File: config.mk
export PLATFORM = sky130hd
export DESIGN_NAME = temperature_alarm_supervisor_core
export DESIGN_NICKNAME = d
export VERILOG_FILES = /design/src/rtl/core/tas_pkg.sv /design/src/rtl/core/tas_classify.sv /design/src/rtl/core/tas_alarm.sv /design/src/rtl/core/temperature_alarm_supervisor_core.sv
export SDC_FILE = /design/constraint.sdc
export NUM_CORES = 1
export LEC_CHECK = 0
export CAP_MARGIN = 20
export CORE_MARGIN = 10
export CORE_UTILIZATION = 59
export DETAILED_ROUTE_END_ITERATION = 10
export DONT_BUFFER_PORTS = 1
export GPL_TIMING_DRIVEN = 0
export PLACE_DENSITY_LB_ADDON = 0.08
export SLEW_MARGIN = 15
export SYNTH_ARGS = -nofsm -noshare
export SYNTH_HDL_FRONTEND = slang
export SYNTH_HIERARCHICAL = 1
export SYNTH_SLANG_ARGS = --single-unit
File: constraint.sdc
create_clock -name clk -period 5.9 [get_ports clk]
set_input_delay 1.475 -clock clk [delete_from_list [all_inputs] [get_ports clk]]
set_output_delay 1.475 -clock clk [all_outputs]
set_load 0.005 [all_outputs]
File: src/rtl/core/tas_pkg.sv
`timescale 1ns / 1ps
`default_nettype none

package tas_pkg;

    localparam int unsigned SCAN_W   = 200;
    localparam int unsigned RESULT_W = 16;
    localparam int unsigned CFG_IDX_W  = 3;
    localparam int unsigned CFG_DATA_W = 16;

    // configuration register indexes
    localparam logic [CFG_IDX_W-1:0] REG_SETPOINT      = 3'd0;
    localparam logic [CFG_IDX_W-1:0] REG_BAND_HALF     = 3'd1;
    localparam logic [CFG_IDX_W-1:0] REG_SETTLE_TMO    = 3'd2;
    localparam logic [CFG_IDX_W-1:0] REG_LAMP_LIMIT    = 3'd3;
    localparam logic [CFG_IDX_W-1:0] REG_DUAL_PERSIST  = 3'd4;
    localparam logic [CFG_IDX_W-1:0] REG_SINGLE_PERSIST = 3'd5;

    localparam logic [11:0] SETPOINT_RST      = 12'd0;
    localparam logic [7:0]  BAND_HALF_RST     = 8'd5;
    localparam logic [15:0] SETTLE_TMO_RST    = 16'd38000;
    localparam logic [9:0]  LAMP_LIMIT_RST    = 10'd14;
    localparam logic [7:0]  DUAL_PERSIST_RST  = 8'd10;
    localparam logic [7:0]  SINGLE_PERSIST_RST = 8'd15;

    localparam logic [7:0] BYTE_ONES = 8'hff;

    typedef struct packed {
        logic [11:0] setpoint;
        logic [7:0]  band_half_width;
        logic [15:0] settle_timeout;
        logic [9:0]  lamp_imbalance_limit;
        logic [7:0]  dual_fault_persist;
        logic [7:0]  single_fault_persist;
    } cfg_t;

    typedef struct packed {
        logic [63:0]        sensor_a_head;
        logic [7:0]         sensor_a_tail;
        logic [63:0]        sensor_b_head;
        logic [7:0]         sensor_b_tail;
        logic signed [11:0] temperature;
        logic [15:0]        elapsed_time;
        logic [9:0]         lamp_a_level;
        logic [9:0]         lamp_b_level;
        logic               ext_fault_a;
        logic               ext_fault_b;
        logic               auto_mode;
    } scan_t;

    // per-scan conditions, no state involved
    typedef struct packed {
        logic bad_a;
        logic bad_b;
        logic fault_a;
        logic fault_b;
        logic in_range;
        logic over_cond;
        logic under_cond;
        logic lamp_a_gt;
        logic lamp_b_gt;
        logic lamp_over;
        logic auto_on;
    } cls_t;

    typedef struct packed {
        logic [1:0] read_faults;
        logic       in_band;
        logic       over_temp;
        logic       under_temp;
        logic       temp_pilot;
        logic [1:0] lamp_faults;
        logic       sensor_a_alarm;
        logic       sensor_b_alarm;
        logic       dual_sensor_alarm;
        logic       sensor_pilot;
        logic       clear_elapsed;
    } result_t;

endpackage

`default_nettype wire

File: src/rtl/core/tas_classify.sv
`timescale 1ns / 1ps
`default_nettype none

module tas_classify
(
    input  wire tas_pkg::scan_t scan,
    input  wire tas_pkg::cfg_t  cfg,
    output tas_pkg::cls_t       cls
);

    logic               bad_a;
    logic               bad_b;
    logic signed [13:0] temp_ext;
    logic signed [13:0] sp_ext;
    logic signed [13:0] bw_ext;
    logic signed [13:0] upper;
    logic signed [13:0] lower;
    logic               timed_out;
    logic [9:0]         lamp_diff;

    always_comb
    begin
        bad_a = (scan.sensor_a_head == '0 && scan.sensor_a_tail == '0)
             || (scan.sensor_a_head == '1 && scan.sensor_a_tail == tas_pkg::BYTE_ONES)
             || (scan.sensor_a_head[7:0] == tas_pkg::BYTE_ONES
                 && scan.sensor_a_head[15:8] == 8'd0);
        bad_b = (scan.sensor_b_head == '0 && scan.sensor_b_tail == '0)
             || (scan.sensor_b_head == '1 && scan.sensor_b_tail == tas_pkg::BYTE_ONES)
             || (scan.sensor_b_head[7:0] == tas_pkg::BYTE_ONES
                 && scan.sensor_b_head[15:8] == 8'd0);

        // band edges around half the setpoint
        temp_ext  = {{2{scan.temperature[11]}}, scan.temperature};
        sp_ext    = {3'b000, cfg.setpoint[11:1]};
        bw_ext    = {6'b000000, cfg.band_half_width};
        upper     = sp_ext + bw_ext;
        lower     = sp_ext - bw_ext;
        timed_out = scan.elapsed_time > cfg.settle_timeout;

        if (scan.lamp_a_level > scan.lamp_b_level)
        begin
            lamp_diff = scan.lamp_a_level - scan.lamp_b_level;
        end
        else
        begin
            lamp_diff = scan.lamp_b_level - scan.lamp_a_level;
        end

        cls.bad_a      = bad_a;
        cls.bad_b      = bad_b;
        cls.fault_a    = bad_a | scan.ext_fault_a;
        cls.fault_b    = bad_b | scan.ext_fault_b;
        cls.in_range   = (temp_ext < upper) && (temp_ext > lower);
        cls.over_cond  = (temp_ext > upper) && timed_out;
        cls.under_cond = (temp_ext < lower) && timed_out;
        cls.lamp_a_gt  = scan.lamp_a_level > scan.lamp_b_level;
        cls.lamp_b_gt  = scan.lamp_b_level > scan.lamp_a_level;
        cls.lamp_over  = lamp_diff > cfg.lamp_imbalance_limit;
        cls.auto_on    = scan.auto_mode;
    end

endmodule

`default_nettype wire

File: src/rtl/core/tas_alarm.sv
`timescale 1ns / 1ps
`default_nettype none

module tas_alarm
(
    input  wire                 clk,
    input  wire                 rst_n,
    input  wire                 step,
    input  wire tas_pkg::cls_t  cls,
    input  wire tas_pkg::cfg_t  cfg,
    output tas_pkg::result_t    result
);

    logic       over_reg,         over_next;
    logic       under_reg,        under_next;
    logic       temp_pilot_reg,   temp_pilot_next;
    logic [1:0] lamp_reg,         lamp_next;
    logic       sensor_pilot_reg, sensor_pilot_next;
    logic [8:0] dual_cnt_reg,     dual_cnt_next;
    logic [8:0] a_cnt_reg,        a_cnt_next;
    logic [8:0] b_cnt_reg,        b_cnt_next;

    logic [8:0] dual_lim;
    logic [8:0] single_lim;
    logic       dual_cond;
    logic       dual_alarm;
    logic       alarm_a;
    logic       alarm_b;

    always_ff @(posedge clk or negedge rst_n)
    begin
        if (!rst_n)
        begin
            over_reg         <= 1'b0;
            under_reg        <= 1'b0;
            temp_pilot_reg   <= 1'b0;
            lamp_reg         <= 2'b00;
            sensor_pilot_reg <= 1'b0;
            dual_cnt_reg     <= '0;
            a_cnt_reg        <= '0;
            b_cnt_reg        <= '0;
        end
        else if (step)
        begin
            over_reg         <= over_next;
            under_reg        <= under_next;
            temp_pilot_reg   <= temp_pilot_next;
            lamp_reg         <= lamp_next;
            sensor_pilot_reg <= sensor_pilot_next;
            dual_cnt_reg     <= dual_cnt_next;
            a_cnt_reg        <= a_cnt_next;
            b_cnt_reg        <= b_cnt_next;
        end
    end

    always_comb
    begin
        dual_lim   = {1'b0, cfg.dual_fault_persist};
        single_lim = {1'b0, cfg.single_fault_persist};
        dual_cond  = cls.fault_a & cls.fault_b;

        // persistence counters hold at limit + 1 once past the limit
        if (!dual_cond)
        begin
            dual_cnt_next = '0;
        end
        else if (dual_cnt_reg > dual_lim)
        begin
            dual_cnt_next = dual_lim + 9'd1;
        end
        else
        begin
            dual_cnt_next = dual_cnt_reg + 9'd1;
        end
        dual_alarm = dual_cond && (dual_cnt_next > dual_lim);

        if (!cls.fault_a)
        begin
            a_cnt_next = '0;
        end
        else if (a_cnt_reg > single_lim)
        begin
            a_cnt_next = single_lim + 9'd1;
        end
        else
        begin
            a_cnt_next = a_cnt_reg + 9'd1;
        end
        alarm_a = cls.fault_a && (a_cnt_next > single_lim);

        if (!cls.fault_b)
        begin
            b_cnt_next = '0;
        end
        else if (b_cnt_reg > single_lim)
        begin
            b_cnt_next = single_lim + 9'd1;
        end
        else
        begin
            b_cnt_next = b_cnt_reg + 9'd1;
        end
        alarm_b = cls.fault_b && (b_cnt_next > single_lim);

        // temperature alarms; on a band edge they keep their values
        over_next       = over_reg;
        under_next      = under_reg;
        temp_pilot_next = temp_pilot_reg;
        if (cls.in_range)
        begin
            over_next  = 1'b0;
            under_next = 1'b0;
        end
        if (cls.over_cond)
        begin
            over_next       = 1'b1;
            under_next      = 1'b0;
            temp_pilot_next = 1'b1;
        end
        if (cls.under_cond)
        begin
            under_next      = 1'b1;
            over_next       = 1'b0;
            temp_pilot_next = 1'b1;
        end
        if (cls.auto_on)
        begin
            over_next       = 1'b0;
            under_next      = 1'b0;
            temp_pilot_next = 1'b0;
        end

        // lamp flags: equal levels keep the flags
        lamp_next = lamp_reg;
        if (!cls.fault_a && !cls.fault_b)
        begin
            if (cls.lamp_a_gt)
            begin
                lamp_next = {cls.lamp_over, 1'b0};
            end
            else if (cls.lamp_b_gt)
            begin
                lamp_next = {1'b0, cls.lamp_over};
            end
        end
        if (alarm_a || alarm_b)
        begin
            lamp_next = 2'b00;
        end

        sensor_pilot_next = sensor_pilot_reg | dual_alarm;

        result.read_faults       = {cls.bad_b, cls.bad_a};
        result.in_band           = cls.in_range & ~cls.auto_on;
        result.over_temp         = over_next;
        result.under_temp        = under_next;
        result.temp_pilot        = temp_pilot_next;
        result.lamp_faults       = lamp_next;
        result.sensor_a_alarm    = alarm_a;
        result.sensor_b_alarm    = alarm_b;
        result.dual_sensor_alarm = dual_alarm;
        result.sensor_pilot      = sensor_pilot_next;
        result.clear_elapsed     = cls.in_range | cls.auto_on;
    end

    assert property (@(posedge clk) disable iff (!rst_n) !(over_reg && under_reg))
        else $error("over and under alarms both latched");

    assert property (@(posedge clk) disable iff (!rst_n)
        (over_reg || under_reg) |-> temp_pilot_reg)
        else $error("temperature alarm without pilot");

    assert property (@(posedge clk) disable iff (!rst_n)
        $past(sensor_pilot_reg) |-> sensor_pilot_reg)
        else $error("sensor pilot cleared");

    assert property (@(posedge clk) disable iff (!rst_n)
        (step && dual_alarm) |=> sensor_pilot_reg)
        else $error("dual alarm did not set sensor pilot");

endmodule

`default_nettype wire

File: src/rtl/core/temperature_alarm_supervisor_core.sv
// Channel   Dir  Handshake                     Payload
// s_axis    in   s_axis_tvalid/s_axis_tready   s_axis_tdata[199:0], one scan word
// m_axis    out  m_axis_tvalid/m_axis_tready   m_axis_tdata[15:0], one result word
// cfg       in   cfg_wr_en                     cfg_index[2:0], cfg_wdata[15:0]
//
// One result word per scan word; a new scan word is taken every cycle unless
// m_axis stalls with both registers full. Input register, then compare/count
// logic into the result register, which also updates the alarm state.
// rst_n clears valids, alarm state and configuration to defaults.
// A stall on m_axis holds the result; the input register keeps filling
// until it too is full, then s_axis_tready drops.
`timescale 1ns / 1ps
`default_nettype none

module temperature_alarm_supervisor_core
(
    input  wire                                  clk,
    input  wire                                  rst_n,

    input  wire                                  s_axis_tvalid,
    output logic                                 s_axis_tready,
    // [63:0] sensor_a_head, [71:64] sensor_a_tail, [135:72] sensor_b_head,
    // [143:136] sensor_b_tail, [155:144] temperature, [171:156] elapsed_time,
    // [181:172] lamp_a_level, [191:182] lamp_b_level, [192] ext_fault_a,
    // [193] ext_fault_b, [194] auto_mode, [199:195] zero
    input  wire [tas_pkg::SCAN_W-1:0]            s_axis_tdata,

    output logic                                 m_axis_tvalid,
    input  wire                                  m_axis_tready,
    // [1:0] read_faults, [2] in_band, [3] over_temp, [4] under_temp,
    // [5] temp_pilot, [7:6] lamp_faults, [8] sensor_a_alarm,
    // [9] sensor_b_alarm, [10] dual_sensor_alarm, [11] sensor_pilot,
    // [12] clear_elapsed, [15:13] zero
    output logic [tas_pkg::RESULT_W-1:0]         m_axis_tdata,

    input  wire                                  cfg_wr_en,
    input  wire [tas_pkg::CFG_IDX_W-1:0]         cfg_index,
    input  wire [tas_pkg::CFG_DATA_W-1:0]        cfg_wdata
);

    tas_pkg::cfg_t    cfg_reg;
    logic             in_valid_reg;
    logic [194:0]     in_data_reg;
    logic             out_valid_reg;
    tas_pkg::result_t out_data_reg;

    tas_pkg::scan_t   scan;
    tas_pkg::cls_t    cls;
    tas_pkg::result_t result;
    logic             in_accept;
    logic             out_free;
    logic             advance;

    assign out_free      = !out_valid_reg || m_axis_tready;
    assign advance       = in_valid_reg && out_free;
    assign s_axis_tready = !in_valid_reg || out_free;
    assign in_accept     = s_axis_tvalid && s_axis_tready;

    always_ff @(posedge clk or negedge rst_n)
    begin
        if (!rst_n)
        begin
            cfg_reg.setpoint             <= tas_pkg::SETPOINT_RST;
            cfg_reg.band_half_width      <= tas_pkg::BAND_HALF_RST;
            cfg_reg.settle_timeout       <= tas_pkg::SETTLE_TMO_RST;
            cfg_reg.lamp_imbalance_limit <= tas_pkg::LAMP_LIMIT_RST;
            cfg_reg.dual_fault_persist   <= tas_pkg::DUAL_PERSIST_RST;
            cfg_reg.single_fault_persist <= tas_pkg::SINGLE_PERSIST_RST;
        end
        else if (cfg_wr_en)
        begin
            unique case (cfg_index)
                tas_pkg::REG_SETPOINT:       cfg_reg.setpoint <= cfg_wdata[11:0];
                tas_pkg::REG_BAND_HALF:      cfg_reg.band_half_width <= cfg_wdata[7:0];
                tas_pkg::REG_SETTLE_TMO:     cfg_reg.settle_timeout <= cfg_wdata;
                tas_pkg::REG_LAMP_LIMIT:     cfg_reg.lamp_imbalance_limit <= cfg_wdata[9:0];
                tas_pkg::REG_DUAL_PERSIST:   cfg_reg.dual_fault_persist <= cfg_wdata[7:0];
                tas_pkg::REG_SINGLE_PERSIST: cfg_reg.single_fault_persist <= cfg_wdata[7:0];
                default:                     ;
            endcase
        end
    end

    always_ff @(posedge clk or negedge rst_n)
    begin
        if (!rst_n)
        begin
            in_valid_reg  <= 1'b0;
            out_valid_reg <= 1'b0;
        end
        else
        begin
            if (in_accept)
            begin
                in_valid_reg <= 1'b1;
            end
            else if (advance)
            begin
                in_valid_reg <= 1'b0;
            end

            if (advance)
            begin
                out_valid_reg <= 1'b1;
            end
            else if (m_axis_tready)
            begin
                out_valid_reg <= 1'b0;
            end
        end
    end

    always_ff @(posedge clk)
    begin
        if (in_accept)
        begin
            in_data_reg <= s_axis_tdata[194:0];
        end
        if (advance)
        begin
            out_data_reg <= result;
        end
    end

    assign scan.sensor_a_head = in_data_reg[63:0];
    assign scan.sensor_a_tail = in_data_reg[71:64];
    assign scan.sensor_b_head = in_data_reg[135:72];
    assign scan.sensor_b_tail = in_data_reg[143:136];
    assign scan.temperature   = in_data_reg[155:144];
    assign scan.elapsed_time  = in_data_reg[171:156];
    assign scan.lamp_a_level  = in_data_reg[181:172];
    assign scan.lamp_b_level  = in_data_reg[191:182];
    assign scan.ext_fault_a   = in_data_reg[192];
    assign scan.ext_fault_b   = in_data_reg[193];
    assign scan.auto_mode     = in_data_reg[194];

    tas_classify u_classify
    (
        .scan (scan),
        .cfg  (cfg_reg),
        .cls  (cls)
    );

    tas_alarm u_alarm
    (
        .clk    (clk),
        .rst_n  (rst_n),
        .step   (advance),
        .cls    (cls),
        .cfg    (cfg_reg),
        .result (result)
    );

    assign m_axis_tvalid = out_valid_reg;
    assign m_axis_tdata  = {3'b000,
                            out_data_reg.clear_elapsed,
                            out_data_reg.sensor_pilot,
                            out_data_reg.dual_sensor_alarm,
                            out_data_reg.sensor_b_alarm,
                            out_data_reg.sensor_a_alarm,
                            out_data_reg.lamp_faults,
                            out_data_reg.temp_pilot,
                            out_data_reg.under_temp,
                            out_data_reg.over_temp,
                            out_data_reg.in_band,
                            out_data_reg.read_faults};

    assert property (@(posedge clk) disable iff (!rst_n)
        (out_valid_reg && !m_axis_tready) |-> !advance)
        else $error("result overwritten while stalled");

    assert property (@(posedge clk) disable iff (!rst_n)
        (in_valid_reg && !advance) |=> in_valid_reg)
        else $error("held scan word dropped");

    assert property (@(posedge clk) disable iff (!rst_n)
        advance |=> out_valid_reg)
        else $error("processed scan word produced no result");

endmodule

`default_nettype wire

==> results.yml <==
layout:
  finish.net_count: 1753
  drive_gt1_share_pct: 13.4
  max_reg_flops: 195
  final_cell_count_without_fillers: 1798
  regArea_um2: 8670
  syn_to_final_growth_pct: 10.7
  fin_area_um2: 18100
  multiInputGateArea_um2: 6980
  fillers: 2065
clock_network:
  cts.htree.levels: 2
  clk_path_buf_depth: 3
  clock_tree_from_tritoncts: "done"
  clk_transition_reported_paths_ps: 60
  clockRootBuffer: "clkbuf_16"
  cts.sink_count: 304
  count_of_hold_buffers_inserted_by_post_cts_repair: 0
  cts-buffers-inserted: 34
  clock_insertion_delay_worst_skew_ps: 520
  cts_post_setup_buffers_inserted: 0
  postCtsResizedCells: 0
hold_path:
  worst_hold_path_type: "flip-flop to flip-flop"
  hold_depth: 2
setup_path:
  crit_buf_inv: 2
  worst-setup-path-type: "flip-flop to flip-flop"
  crit_fanout: 10
  startpoint_type: "flip-flop"
  cp.depth: 15
  setup.worst_path.start: "in_data_reg[45]$_DFFE_PP_"
  most_frequent_cell_on_the_critical_path: "a211oi_1"
  cp_slowest_stage_delay_ps: 510
  timing.critical_path.arrival_ps: 5500
  worstReg2RegStart: "in_data_reg[45]$_DFFE_PP_"
  critical_path.slowest_cell: "or4_1"
  critPathTopFamily: "compound AO/OA/AOI/OAI gates"
  critical_path.reg2reg.endpoint: "m_axis_tdata[7]$_DFFE_PP_"
  regToRegSetupSlack_ps: 700
  end_kind: "flip-flop"
  cp_cell_sequence: "nor4_1 > nand4_1 > or4_1 > o22a_1 > a21oi_2 > or2_1 > clkbuf_1 > clkinv_1 > a211oi_1 > ha_1 > a21o_1 > a2111oi_0 > a211oi_1 > a221o_1 > nor3b_1"
  cp-endpoint: "m_axis_tdata[7]$_DFFE_PP_"
  timing.critical_path.required_ps: 6200
  r2r_cells: 15
sta:
  finalWorstPathRequiredPeriod_ps: 5200
  drv_slew: 0
  achievable-frequency_ghz: 0.192
  tightest_slew_ps: 1030
  final_cycle_share_pct: 88.2
  grt_setup_unrepaired: "false"
  layout_setup_ws_ps: 699
  final_hold_viol_count: 0
  report.final.setup_viol: 0
  slew_headroom_pct: 31.4
  clock-skew-final_ps: 32.1
  finalSetupTns_ps: 0
global_routing:
  grt_usage_pct: 20.5
  maximum_number_of_pins_on_one_net_before_global_route_repair: 97
  grt_pass1_vias: 10800
  antenna_found_initial: 21
  first_pass_grt_wire_length_mm: 57.8
  globalRoute.totalOverflow: 0
routing:
  via_per_inst: 5.91
  mean_routed_wirelength_per_cell_um: 20.4
  via_count: 10600
  detailedRoute.firstPassIterationCount: 4
  detailedRoute.firstIterationViolations: 539
  wirelength_mm: 36.7
  post-route-drc-count: 0
  drtAntennaViolNets: 0
status:
  run_status: "finished, final reports clean"
floorplanning:
  floorplan.io_pins: 242
  core_region_area_um2: 27100
  die-width_um: 186
  die_y_um: 186
  floorplan.rows: 60
  initial_core_utilization_pct: 60.2
  design.die.area_um2: 34700
placed_design:
  pre_cts_slack_ps: 737
  dp_hpwl_mm: 28.2
  postPlaceCellArea_um2: 16900
  global_placement_routability_congestion: 0.903
  io_buffer_count: 0
  placed_cells_incl_taps: 1722
power:
  cellPowerDensity_nw_per_um2: 376
  worst_ir_drop_vdd_v: 0.000303
  power_total_uw: 6790
  total_leakage_power_uw: 0.00727
job:
  maxCapViolations: 0
logic_synthesis:
  synthesis.instances: 1345
  netlist_area_um2: 16300
  synth_area_per_cell_um2: 12.1
  synth-warning-count: 6
[through the flow]
stage / hold WS, ps / utilization, %
after global routing: 521 / 66.6
after CTS: 487 / 66.5
after global placement: 454 / 62.0
after floorplan: 440 / -
final: 482 / 66.6
after detailed placement: 472 / 62.3
[power by group]
| group | leakage (µW) | internal (µW) | switching, µW |
|---|---|---|---|
| combinational | 0.00355 | 854 | 1030 |
| clock | 0.000548 | 1270 | 839 |
| sequential | 0.00317 | 2590 | 210 |
[tightest hold or removal path, cell delays in order (launching register included)]
cell	delay, ps
dfrtp_1	320
inv_1	40
o311ai_0	80
[cell usage in the layout (no fill, tap or decap), types with 12 or more instances in the layout]
| cell | n |
|---|---|
| o21ai_0 | 39 |
| a211oi_1 | 21 |
| ha_1 | 139 |
| mux2_2 | 57 |
| edfxtp_1 | 208 |
| clkbuf_1 | 23 |
| nor2_1 | 74 |
| dfstp_2 | 17 |
| o21ai_1 | 12 |
| nor4_1 | 46 |
| o21a_1 | 13 |
| nand4_1 | 67 |
| buf_4 | 17 |
| a21oi_1 | 46 |
| clkbuf_16 | 34 |
| dfrtp_1 | 79 |
| nor3_1 | 20 |
| diode_2 | 14 |
| inv_1 | 103 |
| nand2b_1 | 13 |
| mux2i_1 | 21 |
| and3_1 | 15 |
| o2bb2ai_1 | 15 |
| a21o_1 | 22 |
| nor2b_1 | 20 |
| xnor2_1 | 45 |
| nand3_1 | 22 |
| nand2_1 | 48 |
[final cells by class]
class / count / area share (%)
clock buffers: 44 / 4.98
repair buffers: 3 / 0.457
well taps: 372 / 2.58
inverters: 108 / 2.25
clock inverters: 18 / 1.37
flip-flops and latches: 304 / 48.0
diodes: 14 / 0.194
plain buffers: 45 / 1.51
multi-input cells: 890 / 38.7
[layer usage]
layer | global-route usage (%) | vias up | part of all wire [%]
met5 | 0 | - | 0.20
met4 | 5.47 | 12 | 1.6
met3 | 7.30 | 56 | 8.3
met2 | 34.5 | 337 | 49
met1 | 24.4 | 5083 | 41
li1 | - | 5146 | -
[worst min-delay path by stage]
| stage | from | to | slack [ps] |
|---|---|---|---|
| floorplan | u_alarm/sensor_pilot_reg$_DFFE_PN0P_ | u_alarm/sensor_pilot_reg$_DFFE_PN0P_ | 440 |
| global placement | in_valid_reg$_DFFE_PN0P_ | m_axis_tvalid$_DFFE_PN0P_ | 450 |
| detailed placement | in_valid_reg$_DFFE_PN0P_ | m_axis_tvalid$_DFFE_PN0P_ | 470 |
| CTS | u_alarm/sensor_pilot_reg$_DFFE_PN0P_ | u_alarm/sensor_pilot_reg$_DFFE_PN0P_ | 490 |
| global route | cfg_reg[29]$_DFFE_PN0P_ | cfg_reg[29]$_DFFE_PN0P_ | 520 |
| finish | u_alarm/sensor_pilot_reg$_DFFE_PN0P_ | u_alarm/sensor_pilot_reg$_DFFE_PN0P_ | 480 |
(Power assumes the default switching activity.)
